## config.mk

```make
export PLATFORM = sky130hd
export DESIGN_NAME = multichannel_input_change_reporter
export DESIGN_NICKNAME = d
export VERILOG_FILES = /design/src/hdl/micr_pkg.sv /design/src/hdl/micr_ram.sv /design/src/hdl/multichannel_input_change_reporter.sv
export VERILOG_INCLUDE_DIRS = /design/src /design/src/hdl
export SDC_FILE = /design/constraint.sdc
export NUM_CORES = 1
export LEC_CHECK = 0
export BUFFER_PORTS_ARGS = -buffer_cell sky130_fd_sc_hd__buf_2
export CORE_MARGIN = 4
export CORE_UTILIZATION = 57
export DETAILED_ROUTE_END_ITERATION = 10
export MAX_ROUTING_LAYER = met4
export PLACE_DENSITY = 0.85
export SLEW_MARGIN = 20
export SYNTH_ARGS = -nofsm -noshare
export SYNTH_HDL_FRONTEND = slang
export SYNTH_SLANG_ARGS = --single-unit
```

## constraint.sdc

```tcl
create_clock -name clock -period 8.32 [get_ports clock]
set_input_delay 2.496 -clock clock [delete_from_list [all_inputs] [get_ports clock]]
set_output_delay 2.496 -clock clock [all_outputs]
set_load 0.1 [all_outputs]
```

## src/hdl/multichannel_input_change_reporter_defines.svh

```systemverilog
// assertion macros for the input change reporter
// no dependencies; taken in by the files that carry assertions
`ifndef MULTICHANNEL_INPUT_CHANGE_REPORTER_DEFINES_SVH
`define MULTICHANNEL_INPUT_CHANGE_REPORTER_DEFINES_SVH

`ifndef SYNTH
// checked on every rising clock edge, quiet while reset is high
`define MICR_ASSERT_RST(name, clk, rst, prop, msg) \
   name: assert property (@(posedge clk) disable iff (rst) prop) else $error(msg);
// checked on every rising clock edge, reset included
`define MICR_ASSERT_ALWAYS(name, clk, prop, msg) \
   name: assert property (@(posedge clk) prop) else $error(msg);
`else
`define MICR_ASSERT_RST(name, clk, rst, prop, msg)
`define MICR_ASSERT_ALWAYS(name, clk, prop, msg)
`endif

`endif

```

## src/hdl/micr_pkg.sv

```systemverilog
// types and constants of the multichannel input change reporter
// no dependencies; used by the top level
package micr_pkg;

   localparam int CHANNEL_W = 6;
   localparam int VALUE_W   = 10;
   localparam int COUNT_W   = 5;   // counter never exceeds the largest 5-bit filter count
   localparam int FILTER_W  = 5;
   localparam int THRESH_W  = 7;
   localparam int CSR_IDX_W = 1;
   localparam int CSR_DATA_W = 7;

   localparam logic [FILTER_W-1:0] FILTER_RESET = 5'd16;
   localparam logic [THRESH_W-1:0] THRESH_RESET = 7'd16;

   // register indexes of the configuration port
   localparam logic [CSR_IDX_W-1:0] CSR_FILTER_COUNT     = 1'b0;
   localparam logic [CSR_IDX_W-1:0] CSR_ANALOG_THRESHOLD = 1'b1;

   // channel kinds
   localparam logic KIND_DIGITAL = 1'b0;
   localparam logic KIND_ANALOG  = 1'b1;

   // result queue
   localparam int FIFO_DEPTH = 4;
   localparam int FIFO_PTR_W = 2;
   localparam int FIFO_CNT_W = 3;

   typedef struct packed {
      logic [VALUE_W-1:0] value;
      logic [COUNT_W-1:0] count;
   } entry_type;

   typedef struct packed {
      logic [CHANNEL_W-1:0] channel;
      logic [VALUE_W-1:0]   value;
   } report_type;

endpackage

```

## src/hdl/micr_ram.sv

```systemverilog
// generic single-write, single-read synchronous ram with registered read data
// no dependencies; holds the per-channel state of the reporter
module micr_ram #(
   parameter int WIDTH = 15,
   parameter int DEPTH = 64
) (
   input  logic                                  clock,
   input  logic                                  wr_en,
   input  logic [(DEPTH > 1 ? $clog2(DEPTH) : 1)-1:0] wr_addr,
   input  logic [WIDTH-1:0]                      wr_data,
   input  logic                                  rd_en,
   input  logic [(DEPTH > 1 ? $clog2(DEPTH) : 1)-1:0] rd_addr,
   output logic [WIDTH-1:0]                      rd_data
);

   logic [WIDTH-1:0] mem_ff [DEPTH];
   logic [WIDTH-1:0] rd_data_ff;

   always_ff @(posedge clock) begin
      if (wr_en) begin
         mem_ff[wr_addr] <= wr_data;
      end
      if (rd_en) begin
         rd_data_ff <= mem_ff[rd_addr];
      end
   end

   assign rd_data = rd_data_ff;

endmodule

```

## src/hdl/multichannel_input_change_reporter.sv

```systemverilog
// a reported request passes from accept through the update stage into the result queue, then shows on rsp_valid
// throughput: one request per cycle while the result queue has room; the channel ram is read at accept
// and written back from the update stage in the cycle after, a same-channel request next cycle is forwarded
// reset: synchronous; per-channel flags mark all state as zero at once, no clearing pass
// top level of the multichannel input change reporter; uses micr_pkg and micr_ram
module multichannel_input_change_reporter
   import micr_pkg::*;
#(
   parameter int CHANNELS = 64
) (
   input  logic                  clock,
   input  logic                  reset,
   input  logic                  req_valid,
   output logic                  req_ready,
   input  logic [CHANNEL_W-1:0]  req_channel,
   input  logic                  req_kind,
   input  logic [VALUE_W-1:0]    req_sample,
   input  logic                  req_force_report,
   output logic                  rsp_valid,
   input  logic                  rsp_ready,
   output logic [CHANNEL_W-1:0]  rsp_report_channel,
   output logic [VALUE_W-1:0]    rsp_report_value,
   input  logic                  csr_we,
   input  logic [CSR_IDX_W-1:0]  csr_index,
   input  logic [CSR_DATA_W-1:0] csr_wdata
);

`include "multichannel_input_change_reporter_defines.svh"

   localparam int IDX_W = (CHANNELS > 1) ? $clog2(CHANNELS) : 1;

   // configuration
   logic [FILTER_W-1:0] filter_ff;
   logic [THRESH_W-1:0] thresh_ff;

   always_ff @(posedge clock) begin
      if (reset) begin
         filter_ff <= FILTER_RESET;
         thresh_ff <= THRESH_RESET;
      end else if (csr_we) begin
         case (csr_index)
            CSR_FILTER_COUNT:     filter_ff <= csr_wdata[FILTER_W-1:0];
            CSR_ANALOG_THRESHOLD: thresh_ff <= csr_wdata[THRESH_W-1:0];
            default: ;
         endcase
      end
   end

   // request side
   logic             acc;
   logic             take;
   logic             in_range;
   logic [IDX_W-1:0] ch_idx;

   logic [FIFO_CNT_W-1:0] fifo_cnt_ff;
   logic                  s1_valid_ff;

   assign in_range  = {3'b000, req_channel} < 9'(CHANNELS);
   assign ch_idx    = IDX_W'(req_channel);
   assign req_ready = (fifo_cnt_ff + FIFO_CNT_W'(s1_valid_ff)) <= FIFO_CNT_W'(FIFO_DEPTH - 1);
   assign acc       = req_valid && req_ready;
   assign take      = acc && in_range;

   // channel state memory
   logic             wr_en;
   logic [IDX_W-1:0] wr_addr;
   entry_type        wr_data;
   logic [$bits(entry_type)-1:0] ram_q;

   micr_ram #(
      .WIDTH ($bits(entry_type)),
      .DEPTH (CHANNELS)
   ) u_state_ram (
      .clock   (clock),
      .wr_en   (wr_en),
      .wr_addr (wr_addr),
      .wr_data (wr_data),
      .rd_en   (take),
      .rd_addr (ch_idx),
      .rd_data (ram_q)
   );

   // an entry never written since reset reads as zero
   logic [CHANNELS-1:0] written_ff;

   always_ff @(posedge clock) begin
      if (reset) begin
         written_ff <= '0;
      end else if (wr_en) begin
         written_ff[wr_addr] <= 1'b1;
      end
   end

   // update stage
   logic [IDX_W-1:0]     s1_addr_ff;
   logic [CHANNEL_W-1:0] s1_channel_ff;
   logic                 s1_kind_ff;
   logic [VALUE_W-1:0]   s1_sample_ff;
   logic                 s1_force_ff;
   logic                 s1_written_ff;
   logic                 fwd_hit_ff;
   entry_type            fwd_data_ff;
   logic                 fwd_hit_in;

   assign fwd_hit_in = wr_en && (wr_addr == ch_idx);

   always_ff @(posedge clock) begin
      if (reset) begin
         s1_valid_ff <= 1'b0;
      end else begin
         s1_valid_ff <= take;
      end
   end

   always_ff @(posedge clock) begin
      if (take) begin
         s1_addr_ff    <= ch_idx;
         s1_channel_ff <= req_channel;
         s1_kind_ff    <= req_kind;
         s1_sample_ff  <= req_sample;
         s1_force_ff   <= req_force_report;
         s1_written_ff <= written_ff[ch_idx];
         fwd_hit_ff    <= fwd_hit_in;
         fwd_data_ff   <= wr_data;
      end
   end

   entry_type          cur;
   logic [VALUE_W-1:0] delta;
   logic               report;
   entry_type          nxt;

   always_comb begin
      // write of the previous request to this channel lands at the read edge
      if (fwd_hit_ff) begin
         cur = fwd_data_ff;
      end else if (s1_written_ff) begin
         cur = entry_type'(ram_q);
      end else begin
         cur = '0;
      end
   end

   assign delta = (s1_sample_ff >= cur.value) ? (s1_sample_ff - cur.value)
                                              : (cur.value - s1_sample_ff);

   always_comb begin
      report    = 1'b0;
      nxt.value = cur.value;
      nxt.count = cur.count;
      if (s1_force_ff) begin
         report = 1'b1;
      end else if (s1_kind_ff == KIND_ANALOG) begin
         report = delta >= {3'b000, thresh_ff};
      end else if (s1_sample_ff == cur.value) begin
         nxt.count = '0;
      end else if (cur.count < filter_ff) begin
         nxt.count = cur.count + COUNT_W'(1);
      end else begin
         report = 1'b1;
      end
      if (report) begin
         nxt.value = s1_sample_ff;
         nxt.count = '0;
      end
   end

   assign wr_en   = s1_valid_ff;
   assign wr_addr = s1_addr_ff;
   assign wr_data = nxt;

   // result queue
   report_type            fifo_ff [FIFO_DEPTH];
   logic [FIFO_PTR_W-1:0] wr_ptr_ff;
   logic [FIFO_PTR_W-1:0] rd_ptr_ff;
   logic                  push;
   logic                  pop;

   assign push = s1_valid_ff && report;
   assign pop  = rsp_valid && rsp_ready;

   always_ff @(posedge clock) begin
      if (reset) begin
         wr_ptr_ff   <= '0;
         rd_ptr_ff   <= '0;
         fifo_cnt_ff <= '0;
      end else begin
         if (push) begin
            wr_ptr_ff <= wr_ptr_ff + FIFO_PTR_W'(1);
         end
         if (pop) begin
            rd_ptr_ff <= rd_ptr_ff + FIFO_PTR_W'(1);
         end
         fifo_cnt_ff <= fifo_cnt_ff + FIFO_CNT_W'(push) - FIFO_CNT_W'(pop);
      end
   end

   always_ff @(posedge clock) begin
      if (push) begin
         fifo_ff[wr_ptr_ff] <= '{channel: s1_channel_ff, value: s1_sample_ff};
      end
   end

   assign rsp_valid          = fifo_cnt_ff != '0;
   assign rsp_report_channel = fifo_ff[rd_ptr_ff].channel;
   assign rsp_report_value   = fifo_ff[rd_ptr_ff].value;

   // checks
   `MICR_ASSERT_RST(a_fifo_bound, clock, reset,
      fifo_cnt_ff <= FIFO_CNT_W'(FIFO_DEPTH), "result queue over depth")
   `MICR_ASSERT_RST(a_push_room, clock, reset,
      push |-> (fifo_cnt_ff < FIFO_CNT_W'(FIFO_DEPTH)), "report pushed into a full queue")
   `MICR_ASSERT_RST(a_take_update, clock, reset,
      take |=> s1_valid_ff, "accepted request missing from update stage")
   `MICR_ASSERT_RST(a_fwd_addr, clock, reset,
      (s1_valid_ff && fwd_hit_ff) |-> ($past(wr_addr) == s1_addr_ff),
      "forwarded entry from another channel")

endmodule
```

Word-level counts from Yosys, hierarchy flattened
Memory sizes are Yosys's and may differ from the RTL's. A register that Yosys moved wholly into a read port is not among the register bits.
Cells that the tools add are included.
Cells by class
  add/subtract/negate cells: 8
  reductions and logical operators: 8
  muxes and demuxes: 22
  bitwise operators: 2
  equal/unequal tests: 2
  $lt $le $gt $ge: 7
Operators by type and width (number)
  bitwise OR 64 bit: 1
  2-to-1 mux 15 bit: 3
  2-to-1 mux 5 bit: 4
  subtractor 10 bit: 2
  < comparator 6 x 7 -> 1 bit, second input constant: 2
  equality test 10 bit: 1
  >= comparator 10 bit: 1
  >= comparator 10 x 7 -> 1 bit: 1
  2-to-1 mux 1 bit: 10
  2-to-1 mux 10 bit: 1
  adder 3 x 1 -> 3 bit: 2
  binary-select mux 1 bit (select 6 bit): 1
  demux 1 bit (select 6 bit): 1
  equality test 6 bit: 1
  >= comparator 6 x 1 -> 1 bit, second input constant: 1
  adder 5 x 1 -> 5 bit, second input constant: 1
  logical AND 1 bit: 5
  < comparator 5 bit: 1
  adder 2 x 1 -> 2 bit, second input constant: 2
  2-to-1 mux 2 bit: 2
  AND reduction 2 bit: 2
  less-or-equal comparator 3 x 2 -> 1 bit, second input constant: 1
  nonzero test 3 bit: 1
  subtractor 3 x 1 -> 3 bit: 1
  inverter 1 bit: 1
Storage, ports and cells
  RAM bits: 1024
  memories: 2
  bits of input ports: 31
  output and inout port bits: 18
  bits in registers: 119
  word-level logic and storage cells: 66
Memory list
  u_state_ram.mem_ff: words 64, width 15, rd ports 1, clocked after Yosys merged registers in 1, wr ports 1, line micr_ram.sv:16  | logic [WIDTH-1:0] mem_ff [DEPTH];
  fifo_ff: words 4, width 16, rd ports 1, clocked after Yosys merged registers in 1, wr ports 1, line multichannel_input_change_reporter.sv:173  | report_type fifo_ff [FIFO_DEPTH];

Logic depth before layout (Yosys ltp)
Gate-level depths: netlist of the first run.
  word-level depth: 10
  depth in mapped cells: 32
  depth with buffers taken out: 30

By module
From an unflattened synthesis of the first run, not the netlist that was laid out.
Second synthesis, totals
  cells, all modules: 2365
  area total of the unflattened synthesis: 45990.4 um^2
By module, submodules not included
  micr_ram: area each 37339.6 um^2, instances 1, cells an instance 1638, seq. area each 29278.1 um^2
  multichannel_input_change_reporter: area each 8650.8 um^2, instances 1, cells an instance 727, seq. area each 4694.5 um^2

Least setup slack after synthesis of the first run
OpenSTA, ideal clock, no wires.
  path kind: register to register
  start: register fwd_hit_ff
  end: register fwd_data_ff[2] in the netlist's numbering (data pin)
  buffers on the path: 3
  clock period less this slack: 8101 ps
  arrival: 7412 ps
  path slack: 219 ps
  data required time: 7631 ps
  cell stages (with the launch flop): 25
  setup time: 689 ps
  cells stage by stage: edfxtp_1 buf_6 nor2b_1 clkbuf_1 a22oi_1 inv_1 ha_1 inv_1 fa_1 a211o_1 o2111ai_2 a21oi_2 or4_4 a21oi_4 mux2i_1 xnor2_1 ha_1 a21oi_1 a21oi_1 a211oi_1 o21ai_0 nor4_2 nor3b_4 buf_6 nor3_1
RTL lines
  start: declaration: line multichannel_input_change_reporter.sv:101  | logic fwd_hit_ff;
  start signal: assignment: line multichannel_input_change_reporter.sv:123  | fwd_hit_ff <= fwd_hit_in;
  end signal: assignment: line multichannel_input_change_reporter.sv:124  | fwd_data_ff <= wr_data;
  end: declaration: line multichannel_input_change_reporter.sv:102  | entry_type fwd_data_ff;

==> results of run 1 <==
[path summary, 6_finish.rpt]
| check | endpoint | from | cells after the start |
|---|---|---|---|
| hold / removal | thresh_ff[1] | thresh_ff[1] | 2 |
| hold reg to reg | thresh_ff[1] | thresh_ff[1] | 2 |
| setup / recovery | u_state_ram.mem_ff[34][11] | fwd_hit_ff | 25 |
| setup reg to reg | u_state_ram.mem_ff[34][11] | fwd_hit_ff | 25 |
[through the flow]
step	power (uW)	utilization [%]	hold slack [ns]	cell area (sq um)	setup slack [ns]
after global routing	14000	64.6	0.490	51000	0.645
after global placement	8630	60.0	0.444	47400	1.27
after floorplan	8190	-	0.435	45400	0.219
after CTS	13600	64.6	0.465	51000	0.891
final	13600	64.6	0.460	51100	0.945
after detailed placement	8720	60.1	0.455	47500	1.06
[area by class of cell]
class	instances	area share (%)
multi-input combinational	830	21.7
sequential	1160	66.5
clock buffer	158	6.04
timing repair buffer	133	1.94
tap	1050	2.57
inverter	41	0.301
antenna	5	0.0245
clock inverter	42	0.833
[state kept, by name, summed over array words and instances (netlist names), 2 cells and up, named ones only]
signal               flops
s1_channel_ff            6
u_state_ram.mem_ff     960
written_ff              64
thresh_ff                7
fwd_data_ff             15
filter_ff                5
rd_ptr_ff                2
u_state_ram.rd_data     15
s1_sample_ff            10
fifo_ff                 64
fifo_cnt_ff              3
wr_ptr_ff                2
[report_power, final]
group | leakage (uW) | total, uW | switching (uW) | internal (uW)
Sequential | 0.0105 | 6910 | 116 | 6790
Combinational | 0.00423 | 1750 | 1220 | 532
Clock | 0.00171 | 4910 | 2150 | 2760
[cells in the final DEF (no fill, tap or decap), types with 7 or more instances in the layout]
cell,n
sky130_fd_sc_hd__edfxtp_1,1074
sky130_fd_sc_hd__mux4_2,352
sky130_fd_sc_hd__nor2_1,189
sky130_fd_sc_hd__clkbuf_16,112
sky130_fd_sc_hd__dfxtp_1,85
sky130_fd_sc_hd__buf_4,80
sky130_fd_sc_hd__buf_2,45
sky130_fd_sc_hd__inv_1,41
sky130_fd_sc_hd__ha_1,38
sky130_fd_sc_hd__nand2_1,36
sky130_fd_sc_hd__clkbuf_1,34
sky130_fd_sc_hd__a21oi_1,18
sky130_fd_sc_hd__nand3_1,16
sky130_fd_sc_hd__o21ai_0,13
sky130_fd_sc_hd__nor2_4,13
sky130_fd_sc_hd__clkinv_2,13
sky130_fd_sc_hd__clkinv_1,13
sky130_fd_sc_hd__clkbuf_8,13
sky130_fd_sc_hd__xor2_1,12
sky130_fd_sc_hd__nor2_2,12
sky130_fd_sc_hd__xnor2_1,11
sky130_fd_sc_hd__nand2b_1,9
sky130_fd_sc_hd__mux2i_4,9
sky130_fd_sc_hd__mux2i_1,8
sky130_fd_sc_hd__and2_1,7
sky130_fd_sc_hd__a22o_1,7
[cells by family (layout without fill, tap and decap cells)]
| group | after synthesis | count (layout) | share of synthesized area (%) |
|---|---|---|---|
| muxes | 373 | 373 | 17.9 |
| DFF | 1160 | 1160 | 74.9 |
| buffers and inverters | 152 | 374 | 1.31 |
| and+or+nand+nor | 317 | 317 | 3.07 |
| xor gates and xnor gates | 23 | 23 | 0.444 |
| other | 0 | 5 | 0 |
| AOI/OAI and AO/OA | 76 | 76 | 1.20 |
| adders and majority gates | 41 | 41 | 1.18 |
[per-layer routing]
metal  up-vias  wire length (microns)
met5         -                      0
met4         0                   6790
met3       447                  13800
met2      2104                  57800
met1     12200                  39400
li1       9053                      -
[worst max-delay path: cells and delay by family, from the launching register on]
kind	cells	cell delay (ns)
compound gates	9	1.66
buf+inv	6	1.66
fa+ha+maj	3	0.89
simple gates	4	1.79
xor+xnor	1	0.09
flops	1	0.36
mux	2	0.54
==> metrics, run 1 <==
Top-Level Pins 49; synthesis-stage register bit count 1160; worst slew slack as a fraction of its limit 29.3%; cell mode on critical path sky130_fd_sc_hd__buf_4; Post-synth ARST share 0%; setup repair after global routing missed its margin no; worst hold path class flip-flop to flip-flop; first-pass GRT wire length 171000 microns; Max Transition Viols Final 0; sequential share of the synthesized area 74.9%; data arrival time of the critical path 7.76 ns; final routed DRC violation total 0; clock slew seen by the registers of the worst setup and hold paths 0.07 ns; Setup Fix Bufs, Post-CTS 0; cell at the slowest stage of the critical path sky130_fd_sc_hd__nor3b_4; final standard cell count with taps included and fillers excluded 3419; clock tree from TritonCTS built; effective utilization at floorplan 57.5%; count of flip-flops with a built-in enable after synthesis 1074; die height 290 microns; layout-stage area growth over the synthesis result 12.5%; cell leakage power 0.0164 uW; share of the clock period used by the worst path 88.6%; Worst Setup Path Type flip-flop to flip-flop; result of the run finished, final reports clean; number of placed instances with taps included 3213; num rows 103; met3 track demand over resource in global routing 6.48%; max-cap viol count 0; Clock Path Buffers 3; share of cells above drive strength 1 29.4%; number of buffers inserted during clock tree synthesis 109; die area 84200 sq um; final weighted congestion in routability-driven placement 0.844; startpoint type of the worst setup path flip-flop; setup TNS 0 ns; top cell types by occurrence after synthesis sky130_fd_sc_hd__edfxtp_1, sky130_fd_sc_hd__mux4_2, sky130_fd_sc_hd__nor2_1; Synth top area share 71.1%; Synth Cell Area 45400 sq um; Layout Nets 2347; global-route track usage on met2 45.0%; worst endpoint required time 8.70 ns; count of mapped cells out of synthesis 2142; combined global-route utilization of all metal layers 28.9%; CTS Hold Buffers Added 0; cells taking the most area after synthesis sky130_fd_sc_hd__edfxtp_1, sky130_fd_sc_hd__mux4_2, sky130_fd_sc_hd__dfxtp_1, sky130_fd_sc_hd__nor2_1, sky130_fd_sc_hd__ha_1; highest achievable clock rate 136 MHz; detailed placer's ending HPWL 62200 microns; average detailed-routed wire length per instance 34.5 microns; Core Region 79000 sq um; Synth warnings 0; violation count after the first detailed-routing iteration 3632; clk sink count 1160; Final Hold Vio Count 0; area taken by flip-flops and latches 34000 sq um; most common cell in the synthesized netlist sky130_fd_sc_hd__edfxtp_1; type of destination of the critical path flip-flop; residual antenna-violating net count after detailed routing 0; pin count of the biggest net entering global routing 111; synthesized net count 2214; power density over the cells 266 nW/um^2; final wirelength 118000 microns; vias in the first global route 23900; clock insertion delay at the later pin of the skew report 0.70 ns; library cell occupying the most area in the post-synthesis netlist sky130_fd_sc_hd__edfxtp_1; number of search-and-repair iterations in the first detailed-routing pass 6; vias per inst 6.95; Most Crowded Layer GR met2; fin crit period 7.37 ns; Multi-input gate area 11100 sq um; maximum clock skew at final layout 0.0646 ns; vias post-DR 23800; port bufs 48; average cell area after synthesis 21.2 sq um; Crit path largest cell delay 0.79 ns; FF-to-FF setup slack 0.95 ns; CTS-repair resized insts 0; layout filler cell count 4670; count of H-tree levels built during CTS 3; fraction of met1 tracks used by global routing 37.0%; Final setup viols 0; overall overflow remaining after global route 0; peak supply drop 0.000199 V; most used flip-flop cell after synthesis sky130_fd_sc_hd__edfxtp_1; floorplan die width 290 microns; root buf cell sky130_fd_sc_hd__clkbuf_16; maximum net fanout on the critical path 65; worst-margin pin slew 1.06 ns; antenna violations before repair 7; number of distinct standard cells referenced by the synthesized netlist 59
No activity file was read; power rests on OpenSTA's default activity.
==> inputs of run 2 (changes only) <==
--- a/config.mk
+++ b/config.mk
@@ -16,3 +16,4 @@
 export SYNTH_ARGS = -nofsm -noshare
 export SYNTH_HDL_FRONTEND = slang
 export SYNTH_SLANG_ARGS = --single-unit
+export TNS_END_PERCENT = 20
==> constraint.sdc (replaced) <==
create_clock -name clock -period 6.4 [get_ports clock]
set_input_delay 1.92 -clock clock [delete_from_list [all_inputs] [get_ports clock]]
set_output_delay 1.92 -clock clock [all_outputs]
set_load 0.1 [all_outputs]
==> run 2 against run 1 <==
  * Hold slack is essentially flat
  * Critical path depth grew 6
  * Worst setup slack lost 0.49 ns
  * First-iteration DRC count grew 6.8%
  * Design area grew 0.85%
  * Register-to-register slack lost 0.49 ns
  * Total power grew 32%
  * Count of clock-buffer cells in the layout shrank 9
  * Sequential power grew 30%
  * Sequential cell count is the same
==> metrics, run 2 (synthesized netlist as in run 1, its figures left out) <==
violation count after the first detailed-routing iteration 3880 (+6.8%); Worst Setup Path Type flip-flop to flip-flop; final weighted congestion in routability-driven placement 0.881 (+4.4%); maximum clock skew at final layout 0.0464 ns (-0.0182 ns); antenna violations before repair 7 (unchanged); type of destination of the critical path flip-flop; max-cap viol count 0 (unchanged); floorplan die width 290 microns (unchanged); CTS Hold Buffers Added 0 (unchanged); root buf cell sky130_fd_sc_hd__clkbuf_16; worst endpoint required time 6.93 ns (-1.77 ns); share of the clock period used by the worst path 92.9% (+4.3 points); cells on worst reg2reg path 31 (+24%); Max Transition Viols Final 0 (unchanged); startpoint type of the worst setup path flip-flop; num rows 103 (unchanged); share of cells above drive strength 1 30.4% (+0.93 points); CP Launch Point s1_written_ff; Layout Nets 2374 (+1.2%); maximum net fanout on the critical path 7 (-89%); cell leakage power 0.0167 uW (+1.5%); overall overflow remaining after global route 0 (unchanged); fin crit period 5.95 ns (-1.43 ns); pin count of the biggest net entering global routing 68 (-39%); clock tree from TritonCTS built; final standard cell count with taps included and fillers excluded 3453 (+0.99%); final wirelength 123000 microns (+4.1%); clock insertion delay at the later pin of the skew report 0.71 ns (about the same); peak supply drop 0.000250 V (+26%); layout-stage area growth over the synthesis result 13.4%; number of flip-flops in the largest register 960 (unchanged); die height 290 microns (unchanged); detailed placer's ending HPWL 63400 microns (+2.0%); clk sink count 1160 (unchanged); power density over the cells 349 nW/um^2 (+31%); combined global-route utilization of all metal layers 30.1% (+1.2 points); Core Region 79000 sq um (unchanged); final routed DRC violation total 0 (unchanged); setup repair after global routing missed its margin no; hold-critical path depth 2 (unchanged); effective utilization at floorplan 57.5% (unchanged); FF-to-FF setup slack 0.45 ns (-0.49 ns); worst-margin pin slew 1.00 ns (-0.0588 ns); number of placed instances with taps included 3235 (+0.68%); number of buffers inserted during clock tree synthesis 110 (+0.92%); cell at the slowest stage of the critical path sky130_fd_sc_hd__fa_1; Tot Pwr 18000 uW (+32%); highest achievable clock rate 168 MHz (+24%); vias per inst 6.95 (about the same); vias in the first global route 24300 (+1.4%); largest register by flop count u_state_ram.mem_ff; worst hold start thresh_ff[3]; residual antenna-violating net count after detailed routing 0 (unchanged); port bufs 48 (unchanged); Top-Level Pins 49 (unchanged); first-pass GRT wire length 176000 microns (+3.3%); number of search-and-repair iterations in the first detailed-routing pass 7 (+1); Hold Path End thresh_ff[3]; capturing point of the worst reg2reg path fifo_cnt_ff[2]; average detailed-routed wire length per instance 35.5 microns (+3.1%); commonest cells after routing, fill and taps aside sky130_fd_sc_hd__edfxtp_1, sky130_fd_sc_hd__mux4_2, sky130_fd_sc_hd__nor2_1; cell mode on critical path sky130_fd_sc_hd__inv_1; vias post-DR 24000 (+0.96%); clock slew seen by the registers of the worst setup and hold paths 0.07 ns (about the same); die area 84200 sq um (unchanged); worst hold path class flip-flop to flip-flop; most common cell after layout, fill and taps aside sky130_fd_sc_hd__edfxtp_1; count of H-tree levels built during CTS 3 (unchanged); Final setup viols 0 (unchanged); Final Hold Vio Count 0 (unchanged); r2r startpoint s1_written_ff; data arrival time of the critical path 6.48 ns (-1.28 ns); largest registers u_state_ram.mem_ff (960), fifo_ff (64), written_ff (64); result of the run finished, final reports clean; Crit path largest cell delay 0.44 ns (-0.35 ns); worst slew slack as a fraction of its limit 33.3% (+4.1 points); Clock Path Buffers 3 (unchanged)
==> run 2: changes by cell type in the layout (fill, tap and decap cells not counted), moves of 3 or more <==
cell,before,now
sky130_fd_sc_hd__buf_12,4,14
sky130_fd_sc_hd__buf_4,80,98
sky130_fd_sc_hd__bufinv_16,6,10
sky130_fd_sc_hd__clkbuf_1,34,26
sky130_fd_sc_hd__clkbuf_8,13,9
sky130_fd_sc_hd__clkinv_1,13,22
sky130_fd_sc_hd__clkinv_2,13,16
sky130_fd_sc_hd__nor2_2,12,22
sky130_fd_sc_hd__nor2_4,13,3
sky130_fd_sc_hd__nor3_2,6,3
sky130_fd_sc_hd__nor3_4,0,3
==> run 2: repair_timing <==
| action | CTS | global route |
|---|---|---|
| setup endpoints to repair | 0 | 1 |
| setup buffers | 0 | 4 |
| gates resized for setup | 0 | 2 |
==> run 2: per-layer routing <==
layer | track usage, % | routed length [microns] | up-vias
li1 | - | - | 9115
met1 | 36.7 | 39600 | 12200
met2 | 47.8 | 61100 | 2165
met3 | 7.07 | 14300 | 492
met4 | 15.6 | 7600 | 0
met5 | - | 0 | -
==> run 2: worst max-delay path by stage <==
| stage | to |
|---|---|
| 2_1_floorplan | fwd_data_ff[5] |
| 5_1_grt | fifo_cnt_ff[2] |
| 4_1_cts | u_state_ram.mem_ff[56][9] |
| 6_report | fifo_cnt_ff[2] |
| 3_3_place_gp | fifo_cnt_ff[2] |
| 3_5_place_dp | u_state_ram.mem_ff[4][0] |
==> run 2: final cells by class <==
type / instances / area, sq um
Tap cell: 1050 / 1310
Inverter: 41 / 154
Clock inverter: 58 / 607
Timing Repair Buffer: 159 / 1270
Multi-Input combinational cell: 830 / 11100
Sequential cell: 1160 / 34000
Antenna cell: 6 / 15.0
Fill cell: 4598 / 27500
Clock buffer: 149 / 3070
==> run 2: per-stage QoR <==
step / instance area (sq um) / setup TNS [ns] / util (%) / setup slack, ns / hold WS, ns
5_1_grt: 51500 / 0 / 65.2 / 0.0264 / 0.486
4_1_cts: 51400 / 0 / 65.1 / 0.0324 / 0.458
2_1_floorplan: 45400 / -350.51 / - / -0.853 / 0.435
3_5_place_dp: 47700 / 0 / 60.4 / 0.0847 / 0.450
6_report: 51500 / 0 / 65.2 / 0.452 / 0.460
3_3_place_gp: 47700 / 0 / 60.4 / 0.271 / 0.444
==> run 2: report_power, final <==
group / total (uW) / switching, uW / leakage [uW] / internal (uW)
Sequential: 8980 / 147 / 0.0105 / 8830
Clock: 6640 / 2860 / 0.00179 / 3780
Combinational: 2340 / 1610 / 0.00439 / 731
==> run 2: worst max-delay path: cells and delay by family, from the launching register on <==
family	cells	cell delay [ns]
flip-flops	1	0.43
AO/OA/AOI/OAI	9	1.51
XOR/XNOR	3	0.41
buffers and inverters	6	0.50
adder cells (fa/ha/maj)	6	1.74
AND/OR/NAND/NOR	7	1.20
